==> src/sv/plrr_pkg.sv <==
// Shared types, constants and the output clamp for the pixel range rescale unit.
package plrr_pkg;

  localparam int SampleW     = 32;
  localparam int SampleBitsDef = 32;
  localparam int QuoW        = 32;
  localparam int NumW        = 66;
  localparam int MagW        = 65;
  localparam int ResW        = 34;
  localparam int IdxW        = 3;

  typedef enum logic [IdxW-1:0] {
    RegSrcLo    = 3'd0,
    RegSrcHi    = 3'd1,
    RegDstLo    = 3'd2,
    RegDstHi    = 3'd3,
    RegDestKind = 3'd4
  } cfg_reg_e;

  typedef enum logic [1:0] {
    KindByte = 2'd0,
    KindS16  = 2'd1,
    KindS32  = 2'd2
  } dest_kind_e;

  localparam logic signed [ResW-1:0] ByteMin = 34'sd0;
  localparam logic signed [ResW-1:0] ByteMax = 34'sd255;
  localparam logic signed [ResW-1:0] S16Min  = -34'sd32768;
  localparam logic signed [ResW-1:0] S16Max  = 34'sd32767;
  localparam logic signed [ResW-1:0] S32Min  = -34'sd2147483648;
  localparam logic signed [ResW-1:0] S32Max  = 34'sd2147483647;
  localparam logic signed [ResW-1:0] QuoOvf  = 34'sd4294967296;

  typedef struct packed {
    logic            v;
    logic            neg;
    logic            ovf;
    logic [QuoW-1:0] rem;
    logic [QuoW-1:0] low;
    logic [QuoW-1:0] quo;
  } link_t;

  function automatic logic [31:0] clamp_kind(logic signed [ResW-1:0] val,
                                             dest_kind_e kind);
    logic signed [ResW-1:0] lo;
    logic signed [ResW-1:0] hi;
    logic signed [ResW-1:0] r;
    case (kind)
      KindByte: begin
        lo = ByteMin;
        hi = ByteMax;
      end
      KindS16: begin
        lo = S16Min;
        hi = S16Max;
      end
      default: begin
        lo = S32Min;
        hi = S32Max;
      end
    endcase
    if (val < lo) begin
      r = lo;
    end else if (val > hi) begin
      r = hi;
    end else begin
      r = val;
    end
    return r[31:0];
  endfunction

endpackage

==> src/sv/plrr_cell.sv <==
// One restoring-division cell: settles one quotient bit per request.
module plrr_cell (
  input  logic                      clk_i,
  input  logic                      rst_ni,
  input  logic                      en_i,
  input  logic [plrr_pkg::QuoW-1:0] d_i,
  input  plrr_pkg::link_t           link_i,
  output plrr_pkg::link_t           link_o
);

  localparam int QW = plrr_pkg::QuoW;

  logic [QW:0]     trial;
  logic [QW:0]     sub;
  logic            ge;
  logic            v_q;
  plrr_pkg::link_t link_d, link_q;

  assign trial = {link_i.rem, link_i.low[QW-1]};
  assign sub   = trial - {1'b0, d_i};
  assign ge    = (trial >= {1'b0, d_i});

  always_comb begin
    link_d     = link_i;
    link_d.rem = ge ? sub[QW-1:0] : trial[QW-1:0];
    link_d.low = {link_i.low[QW-2:0], 1'b0};
    link_d.quo = {link_i.quo[QW-2:0], ge};
  end

  always_ff @(posedge clk_i or negedge rst_ni) begin
    if (!rst_ni) begin
      v_q <= 1'b0;
    end else if (en_i) begin
      v_q <= link_i.v;
    end
  end

  always_ff @(posedge clk_i) begin
    if (en_i) begin
      link_q <= link_d;
    end
  end

  always_comb begin
    link_o   = link_q;
    link_o.v = v_q;
  end

endmodule

==> config.mk <==
export PLATFORM = sky130hd
export DESIGN_NAME = plrr_cell
export DESIGN_NICKNAME = d
export VERILOG_FILES = /design/src/sv/plrr_pkg.sv /design/src/sv/plrr_cell.sv
export SDC_FILE = /design/constraint.sdc
export NUM_CORES = 1
export LEC_CHECK = 0
export BUFFER_PORTS_ARGS = -buffer_cell sky130_fd_sc_hd__clkbuf_2
export CAP_MARGIN = 40
export CORE_ASPECT_RATIO = 1.4
export CORE_MARGIN = 2
export CORE_UTILIZATION = 49
export CTS_BUF_LIST = sky130_fd_sc_hd__clkbuf_4 sky130_fd_sc_hd__clkbuf_8
export CTS_CLUSTER_SIZE = 20
export DETAILED_ROUTE_END_ITERATION = 8
export GPL_TIMING_DRIVEN = 1
export PLACE_DENSITY = 0.88
export SYNTH_ARGS = -nofsm -noshare
export SYNTH_HDL_FRONTEND = slang
export SYNTH_SLANG_ARGS = --single-unit
==> constraint.sdc <==
create_clock -name clk_i -period 0.89 [get_ports clk_i]
set_input_delay 0 -clock clk_i [delete_from_list [all_inputs] [get_ports clk_i]]
set_output_delay 0 -clock clk_i [all_outputs]
set_load 0.05 [all_outputs]
==> key figures, run 1 <==
Outcome
  – Status: did not finish
  – Stop stage: global routing (5_1_grt)
  – Error msg: [ERROR GRT-0232] Routing congestion too high. Check the congestion heatmap in the GUI.

Synth
  – Syn Inst Count: between 400 and 500
  – Synth Flop Type: edfxtp_1
  – Mapped Avg Cell Area: 11.6 um^2
  – Post-synth top area share: 0.563
  – Synthesized cell area: 5180 um^2
  – Warnings, synthesis: 0
  – Asr flop ratio synth: 0.0102
  – Synthesis-stage register bit count: 98
  – Synth cell types: 50
  – Post-synth top area cell: edfxtp_1
  – Post-synth EDFFs: just under 100
  – Syn nets: between 600 and 700
  – Leading post-synthesis cells by cell area: edfxtp_1, ha_1, a21oi_1, inv_1, nor2_1
  – Seq/Total Area, Yosys: 0.567

Floorplan
  – Row count: 44
  – Starting density of the core: 0.500
  – I/O pins: 233
  – Die H: ~130 um
  – Die width: slightly above 90 um

Clock network
  – CTS Buf Count: 9
  – H-tree depth: 3
  – Clock Path Buffers: 2
  – CTS Root Cell: clkbuf_8
  – Num Clock Sinks: 98

GRT
  – Tot GR Track Use: 0.965
  – Total gr overflow: 974
  – Pin count of the biggest net entering global routing: 33

Timing
  – Worst_ep grt: link_o[77]$_DFFE_PP_/D
  – WEP type: sequential cell input

Placed design
  – # port buffers: 230
  – Final GP Congestion: 0.884
  – Dpl ws: -2.01 ns
  – Dpl hpwl: 12500 um
-- cell usage after synthesis, types with 5 or more instances --
library cell and count:
buf_4 5, buf_2 8, a31oi_1 5, clkbuf_1 6
nor2_1 35, xor2_1 12, xnor2_1 15, mux2_2 7
nand4_1 8, edfxtp_1 97, ha_1 32, a21o_1 12
nand3_1 8, o21ai_0 16, o21a_1 6, inv_1 38
a21oi_1 56, nand2_1 26
-- what timing repair did --
| item | CTS |
|---|---|
| pin swaps | 4 |
| hold buffers | 88 |
| resized for setup | 253 |
| setup endpoints to repair | 131 |
| buffers inserted | 7 |
| hold endpoints to repair | 90 |
| cloned | 3 |
-- per-stage QoR --
stage,cell area (um^2),util,TNS (ns),std cells
CTS,9700,0.937,-55.01,1022
detailed placement,7420,0.717,-60.32,910
global placement,7420,0.717,-57.78,910
floorplan,5340,-,-55.28,447
-- routing by layer --
| metal | track usage | GRT overflow |
|---|---|---|
| met1 | 0.873 | 1 |
| met4 | 1.14 | 236 |
| met2 | 1.30 | 734 |
| met3 | 0.644 | 3 |
| met5 | 0.105 | 0 |
-- logic make-up after synthesis --
| family | Yosys count | synth area share |
|---|---|---|
| AOI/OAI and AO/OA | 119 | 0.141 |
| xor gates and xnor gates | 27 | 0.0457 |
| other | 1 | 0.000724 |
| DFF | 98 | 0.567 |
| muxes | 12 | 0.0259 |
| adders and majority gates | 33 | 0.0812 |
| buffers and inverters | 58 | 0.0478 |
| and+or+nand+nor | 99 | 0.0899 |
==> run 2: changes to the inputs <==
==> config.mk (replaced) <==
export PLATFORM = sky130hd
export DESIGN_NAME = plrr_cell
export DESIGN_NICKNAME = d
export VERILOG_FILES = /design/src/sv/plrr_pkg.sv /design/src/sv/plrr_cell.sv
export SDC_FILE = /design/constraint.sdc
export NUM_CORES = 1
export LEC_CHECK = 0
export BUFFER_PORTS_ARGS = -buffer_cell sky130_fd_sc_hd__clkbuf_2
export CAP_MARGIN = 40
export CORE_MARGIN = 2
export CORE_UTILIZATION = 36
export DETAILED_ROUTE_END_ITERATION = 8
export GPL_TIMING_DRIVEN = 1
export PLACE_DENSITY_LB_ADDON = 0.15
export SYNTH_ARGS = -nofsm -noshare
export SYNTH_HDL_FRONTEND = slang
export SYNTH_SLANG_ARGS = --single-unit
==> run 2 against run 1 <==
Net effect: the flow now finishes, with violations (setup timing); synthesized cell count is the same; synthesized area is the same.
==> key figures, run 2 <==
Critical path
  – Crit path DAT: about 2.6 ns
  – CP Max Fanout: 8
  – WP data required: 1.00 ns
  – R2R depth: 1
  – Worst setup path category: in -> reg
  – CP Capture Type: flip-flop
  – Startpoint Class: input pin

Min path
  – Hold Path Stages: 2
  – Worst hold-check path type: in -> reg

Synth
  – Synthesis-stage register bit count: 98 (unchanged)
  – Post-synth top area share: 0.563 (unchanged)
  – Warnings, synthesis: 0 (unchanged)
  – Post-synth EDFFs: 97 (unchanged)
  – Synthesized cell area: 5180 um^2 (unchanged)
  – Mapped Avg Cell Area: 11.6 um^2 (unchanged)
  – Count leader, synth: edfxtp_1
  – Synth Flop Type: edfxtp_1
  – Synth cell count leaders: edfxtp_1, a21oi_1, inv_1
  – Post-synth top area cell: edfxtp_1
  – Syn Inst Count: 447 (unchanged)
  – Leading post-synthesis cells by cell area: edfxtp_1, ha_1, a21oi_1, inv_1, nor2_1
  – Asr flop ratio synth: 0.0102 (unchanged)
  – Synth cell types: 50 (unchanged)
  – Seq/Total Area, Yosys: 0.567 (unchanged)
  – Syn nets: 614 (unchanged)

Detailed routing
  – Final ANT Viol Nets: 0
  – Initial drt markers: between 200 and 300
  – Wire per inst: 18.1 um
  – DR vias: 5185
  – Max Used Layer: met4
  – Drt first pass iters: 4
  – WL final: roughly 19000 um
  – DR WL met3: 1120 um
  – DRC Markers: 0
  – Vias per cell: a little under 5
  – WL met2: 10100 um
  – Met1 wire length: 7480 um

GRT
  – First-pass GRT wire length: 27300 um
  – Vias in the first global route: 5406
  – Pin count of the biggest net entering global routing: 44
  – Tot GR Track Use: 0.236
  – Initial antenna violation count: 2
  – Total gr overflow: 0

Timing
  – Fmax: ~400 MHz
  – Final Worst Setup Slack: -1.61 ns
  – Clock Skew: 0 ns
  – Worst-margin pin slew: around 0.57 ns
  – Rel. slew slack: 0.618
  – RSZ-0062 raised after global routing: true
  – Setup TNS: -54.36 ns
  – Final hold violations: 0
  – Max-slew violations: 0
  – Tcrit/Tclk final: 2.81
  – Final Critical Period: 2.50 ns
  – Final setup vio count: 131

Clock network
  – Register clock-pin slew on the reported worst setup and hold paths: roughly 0.08 ns
  – CTS tree: yes
  – Clock Path Buffers: 2 (unchanged)
  – Num Clock Sinks: 98 (unchanged)
  – H-tree depth: 3 (unchanged)
  – CTS Root Cell: clkbuf_16
  – CTS Buf Count: 9 (unchanged)
  – Worst skew pair latency: 0.35 ns

Finish
  – Most common cell after layout, fill and taps aside: clkbuf_2
  – Max reg flops: 97
  – Layout cells sized above 1: 0.493
  – Layout overhead on the synthesized area: 91.4%
  – Register Area: 2940 um^2
  – Layout Nets: 1034
  – Fillcell total: 988
  – Multi-input logic area: ~2400 um^2
  – Finished Layout Cells: 1054
  – Most frequent cells in the layout: clkbuf_2, buf_4, edfxtp_1

Placed design
  – Dpl hpwl: 12200 um (-2.4%)
  – Placed cells: 943 (+3.6%)
  – Final GP Congestion: 0.860 (-2.7%)
  – # port buffers: 230 (unchanged)

Outcome
  – Failing checks: setup timing
  – Status: finished, violations left

Floorplan
  – Die H: 124 um (-1.4%)
  – I/O pins: 233 (unchanged)
  – CORE AREA: 14000 um^2
  – Die area: 15400 um^2
  – Starting density of the core: 0.370 (-0.130)
  – Die width: 124 um (+36%)
  – Row count: 43 (-2.3%)

Power
  – Pwr dens: 1660 nW/um^2
  – Leakage power: 4.45 nW
  – Worst IR Drop VDD: 0.864 mV

Job
  – Max-cap violations: 0
-- run 2: final timing paths --
check | end | startpoint | slack, ns
max | link_o[72] | d_i[18] | -1.61
max reg2reg | v_q | v_q | 0.10
min in group asynchronous | v_q | rst_ni | 0.52
min | link_o[71] | link_i[70] | 0.02
min reg2reg | v_q | v_q | 0.59
max in group asynchronous | v_q | rst_ni | 0.27
-- run 2: worst max-delay path, stage by stage --
cell      delay, ns
buf_6          0.08
inv_4          0.03
ha_4           0.26
nand4_1        0.20
or4_4          0.58
a21oi_4        0.14
nor3_4         0.06
a211oi_2       0.25
o21ai_2        0.13
o31ai_4        0.29
buf_6          0.14
buf_12         0.14
mux2_4         0.30
-- run 2: metrics by stage --
step	utilization	area [um^2]	power (mW)	hold slack, ns	worst slack, ns
5_1_grt	0.708	9910	17.2	0.00639	-1.69
3_3_place_gp	0.530	7410	10.9	-0.219	-1.92
4_1_cts	0.686	9600	16.1	0.00241	-1.51
6_report	0.708	9910	16.5	0.0151	-1.61
2_1_floorplan	-	5340	9.20	-0.296	-1.77
3_5_place_dp	0.530	7410	10.9	-0.215	-2.00
-- run 2: layout make-up --
cell class              count  share of cell area
well taps                 180              0.0227
diodes                      2            0.000505
inverters                  38              0.0154
multi-input cells         291               0.238
flip-flops and latches     98               0.297
clock buffers              10              0.0231
clock inverters             6             0.00530
repair buffers            429               0.399
-- run 2: logic make-up (layout without fill, tap and decap cells) --
group,Yosys count,count (layout),synth area share
AOI/OAI and AO/OA,119,119,0.141
xor gates and xnor gates,27,27,0.0457
adders and majority gates,33,33,0.0812
buffers and inverters,58,483,0.0478
DFF,98,98,0.567
muxes,12,12,0.0259
other,1,3,0.000724
and+or+nand+nor,99,99,0.0899
-- run 2: report_power, final --
group / internal [mW] / switching (mW)
Combinational: 3.08 / 3.60
Clock: 1.94 / 1.88
Sequential: 5.69 / 0.280
-- run 2: per-layer routing --
metal / global-route usage / up-vias
li1: - / 2488
met1: 0.264 / 2486
met2: 0.440 / 179
met3: 0.0458 / 32
met4: 0.0878 / 0
met5: 0 / -
-- run 2: repair_timing --
action,in CTS,in global routing
pin swaps,5,13
cloned,2,2
resized for setup,230,93
endpoints found under the hold margin,78,4
hold buffers,79,4
setup buffers,5,5
setup endpoints to repair,131,131
Note: power is estimated with default switching activity, not from simulation.
==> run 3: changes to the inputs <==
--- a/config.mk
+++ b/config.mk
@@ -12,6 +12,7 @@
 export DETAILED_ROUTE_END_ITERATION = 8
 export GPL_TIMING_DRIVEN = 1
 export PLACE_DENSITY_LB_ADDON = 0.15
+export SKIP_LAST_GASP = 1
 export SYNTH_ARGS = -nofsm -noshare
 export SYNTH_HDL_FRONTEND = slang
 export SYNTH_SLANG_ARGS = --single-unit
==> constraint.sdc (replaced) <==
create_clock -name clk_i -period 3.13 [get_ports clk_i]
set_input_delay 0 -clock clk_i [delete_from_list [all_inputs] [get_ports clk_i]]
set_output_delay 0 -clock clk_i [all_outputs]
set_load 0.05 [all_outputs]
==> run 3 against run 2 <==
Net effect: the flow now finishes without violations; combinational power decreased by 79%; non-clock buffer count decreased by 83; cell count decreased by 8.0%; clock skew unchanged; register-to-register slack improved by 2.3 ns; sequential power decreased by 72%; first-iteration DRC count decreased by 7.9%; design area decreased by 20%.
==> key figures, run 3 (synthesized netlist as in run 2, its figures left out) <==
Outcome
  – Status: finished clean

Detailed routing
  – DRC Markers: 0 (unchanged)
  – Initial drt markers: 269 (-7.9%)
  – Final ANT Viol Nets: 0 (unchanged)
  – DR vias: 4592 (-11%)
  – Drt first pass iters: 4 (unchanged)
  – WL final: 15400 um (-19%)
  – Wire per inst: 15.9 um (-13%)
  – Vias per cell: 4.73 (-3.8%)

Finish
  – Layout cells sized above 1: 0.370 (-0.123)
  – Final Core Density: 0.564 (-0.144)
  – Most frequent cells in the layout: clkbuf_2, edfxtp_1, dlygate4sd3_1
  – Max reg flops: 97 (unchanged)
  – Layout Nets: 951 (-8.0%)
  – Layout overhead on the synthesized area: 52.3%
  – Most common cell after layout, fill and taps aside: clkbuf_2

Placed design
  – Dpl hpwl: 11400 um (-7.1%)
  – Final GP Congestion: 0.844 (-1.9%)
  – Dpl ws: 0.0177 ns (+2.02 ns)
  – # port buffers: 230 (unchanged)

Power
  – Pwr dens: 531 nW/um^2 (-68%)
  – Sequential share of power: 0.395 (+0.033)
  – Clock power frac: 0.275 (+0.043)
  – Combinational power share: 0.330 (-0.075)
  – Cell internal pwr: 2.71 mW (-75%)
  – Total power: 4.19 mW (-75%)
  – Leakage power: 3.63 nW (-18%)
  – Switching Share: 0.352 (+0.00210)
  – Worst IR Drop VDD: 0.291 mV (-66%)
  – Sw power: 1.47 mW (-74%)

Job
  – Max-cap violations: 0 (unchanged)

Clock network
  – CTS Buf Count: 9 (unchanged)
  – CTS Root Cell: clkbuf_16
  – Clock Path Buffers: 2 (unchanged)
  – CTS tree: yes
  – Num Clock Sinks: 98 (unchanged)
  – H-tree depth: 3 (unchanged)
  – Worst skew pair latency: 0.34 ns (about the same)
  – Register clock-pin slew on the reported worst setup and hold paths: 0.07 ns (about the same)

Timing
  – Rel. slew slack: 0.423 (-0.195)
  – Final Critical Period: 2.95 ns
  – Clock Skew: 0 ns (unchanged)
  – Final hold violations: 0 (unchanged)
  – Max-slew violations: 0 (unchanged)
  – Fmax: between 300 and 400 MHz
  – Final Worst Setup Slack: 0.177 ns (+1.79 ns)
  – Tcrit/Tclk final: 0.943
  – RSZ-0062 raised after global routing: true
  – Final setup vio count: 0 (-100%)
  – Worst-margin pin slew: 0.865 ns (+0.298 ns)

Floorplan
  – Die H: 124 um (unchanged)
  – CORE AREA: 14000 um^2 (unchanged)
  – Die width: 124 um (unchanged)
  – Row count: 43 (unchanged)
  – Die area: 15400 um^2 (unchanged)
  – Starting density of the core: 0.370 (unchanged)
  – I/O pins: 233 (unchanged)

GRT
  – Initial antenna violation count: 2 (unchanged)
  – First-pass GRT wire length: 22300 um (-19%)
  – Pin count of the biggest net entering global routing: 64 (+45%)
  – Tot GR Track Use: 0.190 (-0.0456)
  – Total gr overflow: 0 (unchanged)
  – Vias in the first global route: 4548 (-16%)

Critical path
  – WP data required: 3.22 ns (+2.22 ns)
  – Crit path DAT: 3.05 ns (+0.44 ns)
  – Worst setup path category: in -> reg
  – Startpoint Class: input pin
  – CP Max Fanout: 8 (unchanged)
  – CP Capture Type: flip-flop

Min path
  – Worst hold-check path type: in -> reg
## run 3: cell types whose count changed in the layout (fill, tap and decap cells not counted), moves of 8 or more
| cell | change |
|---|---|
| ha_1 | +9 |
| a21oi_1 | +15 |
| mux2_4 | -10 |
| nor2_1 | +11 |
| buf_4 | -72 |
| a21oi_2 | -13 |
| ha_4 | -9 |
| clkbuf_8 | -55 |
| nor2_2 | -8 |
| clkbuf_2 | +105 |
| buf_8 | -44 |
| buf_6 | -10 |
## run 3: worst max-delay path: stages
cell and delay, ns:
dlygate4sd3_1 0.53, clkbuf_2 0.11, ha_1 0.29, nand2_1 0.10
or4_1 0.53, a21oi_1 0.15, nor3_1 0.10, a211oi_2 0.24
o21ai_2 0.13, o31ai_4 0.22, buf_12 0.16, buf_4 0.15
mux2_1 0.33
## run 3: final timing paths
kind / start / end / slack [ns] / cells past startpoint
setup / recovery: link_i[73] / link_o[90] / 0.18 / 13
hold / removal: link_i[72] / link_o[73] / 0.006 / 3
setup reg to reg: v_q / v_q / 2.35 / 1
hold reg to reg: v_q / v_q / 0.57 / 1
max in group asynchronous: rst_ni / v_q / 2.52 / 3
min in group asynchronous: rst_ni / v_q / 0.50 / 3
## run 3: repair_timing
action | in CTS | in global routing
setup buffers | 0 | 2
resized for setup | 0 | 1
endpoints found under the setup margin | 0 | 17
hold buffers | 82 | 0
hold endpoints to repair | 81 | 0
## run 3: layer usage
| layer | track usage | wire (um) | part of all wire | vias up |
|---|---|---|---|---|
| li1 | - | - | - | 2319 |
| met1 | 0.231 | 6420 | 0.42 | 2086 |
| met2 | 0.330 | 7530 | 0.49 | 168 |
| met3 | 0.0440 | 1140 | 0.074 | 17 |
| met4 | 0.0667 | 288 | 0.019 | 2 |
| met5 | 0 | 17 | 0.0011 | - |
## run 3: metrics by stage
step	hold WS [ns]	cells	setup TNS [ns]	cell area, um^2
after floorplan	-0.296	447	0	5180
after global placement	-0.224	868	0	6700
after detailed placement	-0.221	868	0	6700
after CTS	0.000701	966	0	7830
after global routing	0.0179	969	-0.0120	7890
final	0.00570	970	0	7890
## run 3: cell type report
cell class / count / area, um^2
antenna: 1 / 2.50
clock buffer: 9 / 225
clock inverter: 7 / 82.6
fill: 1246 / 6100
inverter: 38 / 143
multi-input combinational: 291 / 2000
sequential: 98 / 2940
tap: 180 / 225
timing repair buffer: 346 / 2270
## run 3: power by group through the flow
stage | logic [mW] | registers (mW) | clock network (mW)
after floorplan | 0.410 | 2.17 | 0
after global placement | 1.27 | 1.68 | 0
after detailed placement | 1.28 | 1.68 | 0
after CTS | 1.37 | 1.65 | 1.19
after global routing | 1.48 | 1.67 | 1.24
final | 1.38 | 1.65 | 1.15
==> run 4: changes to the inputs <==
--- a/config.mk
+++ b/config.mk
@@ -7,6 +7,7 @@
 export LEC_CHECK = 0
 export BUFFER_PORTS_ARGS = -buffer_cell sky130_fd_sc_hd__clkbuf_2
 export CAP_MARGIN = 40
+export CORE_ASPECT_RATIO = 2
 export CORE_MARGIN = 2
 export CORE_UTILIZATION = 36
 export DETAILED_ROUTE_END_ITERATION = 8
==> run 4 against run 3 <==
Net effect: global-route usage is 1.4 points lower; routed wire length is 9.2% lower; via count fell by 0.48%; largest power group unchanged; critical endpoint is now link_o[68].
==> key figures, run 4 (synthesized netlist as in run 2, its figures left out) <==
Outcome
  – Status: finished clean

GRT
  – Initial antenna violation count: 0 (-2)
  – Vias in the first global route: 4488 (-1.3%)
  – First-pass GRT wire length: 21200 um (-4.9%)
  – Pin count of the biggest net entering global routing: 52 (-19%)
  – Tot GR Track Use: 0.176 (-0.0144)
  – Total gr overflow: 0 (unchanged)

Finish
  – Layout cells sized above 1: 0.371 (+0.00123)
  – N_diodes: 0 (-1)
  – Layout overhead on the synthesized area: 52.1%
  – Most common cell after layout, fill and taps aside: clkbuf_2
  – Most frequent cells in the layout: clkbuf_2, edfxtp_1, dlygate4sd3_1
  – Layout Nets: 943 (-0.84%)
  – Fillcell total: 1309 (+5.1%)
  – Max reg flops: 97 (unchanged)
  – Finished Layout Cells: 973 (+0.31%)
  – Final Core Density: 0.555 (-0.00904)

Critical path
  – WP data required: 3.22 ns (about the same)
  – CP Max Fanout: 8 (unchanged)
  – Crit path DAT: 3.12 ns (+0.07 ns)
  – Peak per-stage delay on the critical path: 0.56 ns (+0.03 ns)
  – CP Capture Type: flip-flop
  – Worst setup path category: in -> reg
  – Crit path max-delay family: compound AO/OA/AOI/OAI gates
  – Startpoint Class: input pin
  – CP max-delay cell: or4_4
  – Cell Chain, Critical Path: dlygate4sd3_1 > clkbuf_2 > ha_4 > nand4_1 > or4_4 > a21oi_2 > nor3_2 > a211oi_2 > o21ai_2 > o31ai_4 > buf_12 > mux2_2
  – Buf/Inv on CP: 3 (-1)

Power
  – Sequential share of power: 0.403 (+0.008)
  – Switching Share: 0.357 (+0.00533)
  – Leakage power: 3.59 nW (-0.97%)
  – Sw power: 1.46 mW (-0.72%)
  – Combinational power share: 0.333 (+0.003)
  – Cell internal pwr: 2.63 mW (-3.0%)
  – Clock power frac: 0.263 (-0.012)
  – Worst IR Drop VDD: 0.413 mV (+42%)
  – Pwr dens: 520 nW/um^2 (-2.1%)

Min path
  – Worst hold-check path type: in -> reg

Job
  – Max-cap violations: 0 (unchanged)

Clock network
  – Worst skew pair latency: 0.34 ns (about the same)
  – H-tree depth: 3 (unchanged)
  – CTS tree: yes
  – CTS Buf Count: 9 (unchanged)
  – Register clock-pin slew on the reported worst setup and hold paths: 0.07 ns (about the same)
  – CTS Root Cell: clkbuf_16
  – Clock Path Buffers: 2 (unchanged)
  – Num Clock Sinks: 98 (unchanged)

Floorplan
  – Die width: 88.8 um (-28%)
  – Die H: 174 um (+40%)
  – Die area: 15400 um^2 (+0.38%)
  – CORE AREA: 14200 um^2 (+1.5%)
  – Row count: 62 (+44%)
  – Starting density of the core: 0.365 (-0.00542)
  – I/O pins: 233 (unchanged)

Timing
  – Fmax: 331 MHz (-2.3%)
  – Final hold violations: 0 (unchanged)
  – Max-slew violations: 0 (unchanged)
  – Worst-margin pin slew: 0.651 ns (-0.214 ns)
  – Clock Skew: 0 ns (unchanged)
  – Tcrit/Tclk final: 0.966 (+0.0223)
  – Final setup vio count: 0 (unchanged)
  – Final Critical Period: 3.02 ns (+0.0698 ns)
  – Rel. slew slack: 0.566 (+0.143)

Placed design
  – Dpl hpwl: 9950 um (-13%)
  – Placed cells: 870 (+0.23%)
  – Final GP Congestion: 0.815 (-3.5%)
  – # port buffers: 230 (unchanged)

Detailed routing
  – Vias per cell: 4.70 (-0.79%)
  – WL final: 14000 um (-9.2%)
  – DRC Markers: 0 (unchanged)
  – Wire per inst: 14.4 um (-9.4%)
  – Final ANT Viol Nets: 0 (unchanged)
  – DR vias: 4570 (-0.48%)
  – Drt first pass iters: 4 (unchanged)
  – Initial drt markers: 255 (-5.2%)
[run 4: power groups by stage]
stage / Combinational (mW) / Sequential (mW) / Clock (mW)
2_1_floorplan: 0.410 / 2.17 / 0
3_3_place_gp: 1.25 / 1.68 / 0
3_5_place_dp: 1.26 / 1.68 / 0
4_1_cts: 1.34 / 1.65 / 1.13
5_1_grt: 1.47 / 1.67 / 1.16
6_report: 1.37 / 1.65 / 1.08
[run 4: per-stage QoR]
stage | TNS [ns] | worst slack, ns | area [um^2] | total power, mW | hold WS (ns)
floorplan | 0 | 0.354 | 5180 | 2.58 | -0.296
global placement | 0 | 0.141 | 6650 | 2.93 | -0.225
detailed placement | 0 | 0.0724 | 6650 | 2.93 | -0.224
CTS | 0 | 0.00920 | 7730 | 4.12 | 0.000117
global route | -0.0338 | -0.0143 | 7880 | 4.29 | 0.0226
finish | 0 | 0.107 | 7880 | 4.10 | 0.0157
[run 4: area by class of cell]
class	count	area [um^2]	share of cell area
inverters	38	143	0.0181
well taps	192	240	0.0305
flip-flops and latches	98	2940	0.373
clock buffers	9	225	0.0286
clock inverters	7	60.1	0.00763
multi-input cells	291	2040	0.259
repair buffers	338	2230	0.283
[run 4: final timing paths]
path,start,to,slack (ns),cells past startpoint
max in group asynchronous,rst_ni,v_q,2.52,3
max,link_i[69],link_o[68],0.11,12
min,link_i[91],link_o[92],0.02,3
min in group asynchronous,rst_ni,v_q,0.50,3
min reg2reg,v_q,v_q,0.51,1
max reg2reg,v_q,v_q,2.39,1
[run 4: routing by layer]
metal	up-vias	share of wire	GRT usage
li1	2287	-	-
met1	2084	0.41	0.218
met2	178	0.50	0.300
met3	21	0.068	0.0376
met4	0	0.020	0.0505
met5	-	0	0
[run 4: repair_timing]
| item | 4_1_cts | 5_1_grt |
|---|---|---|
| hold endpoints to repair | 79 | 0 |
| setup endpoints to repair | 0 | 20 |
| resized for setup | 0 | 8 |
| buffers inserted | 0 | 5 |
| hold buffers | 80 | 0 |
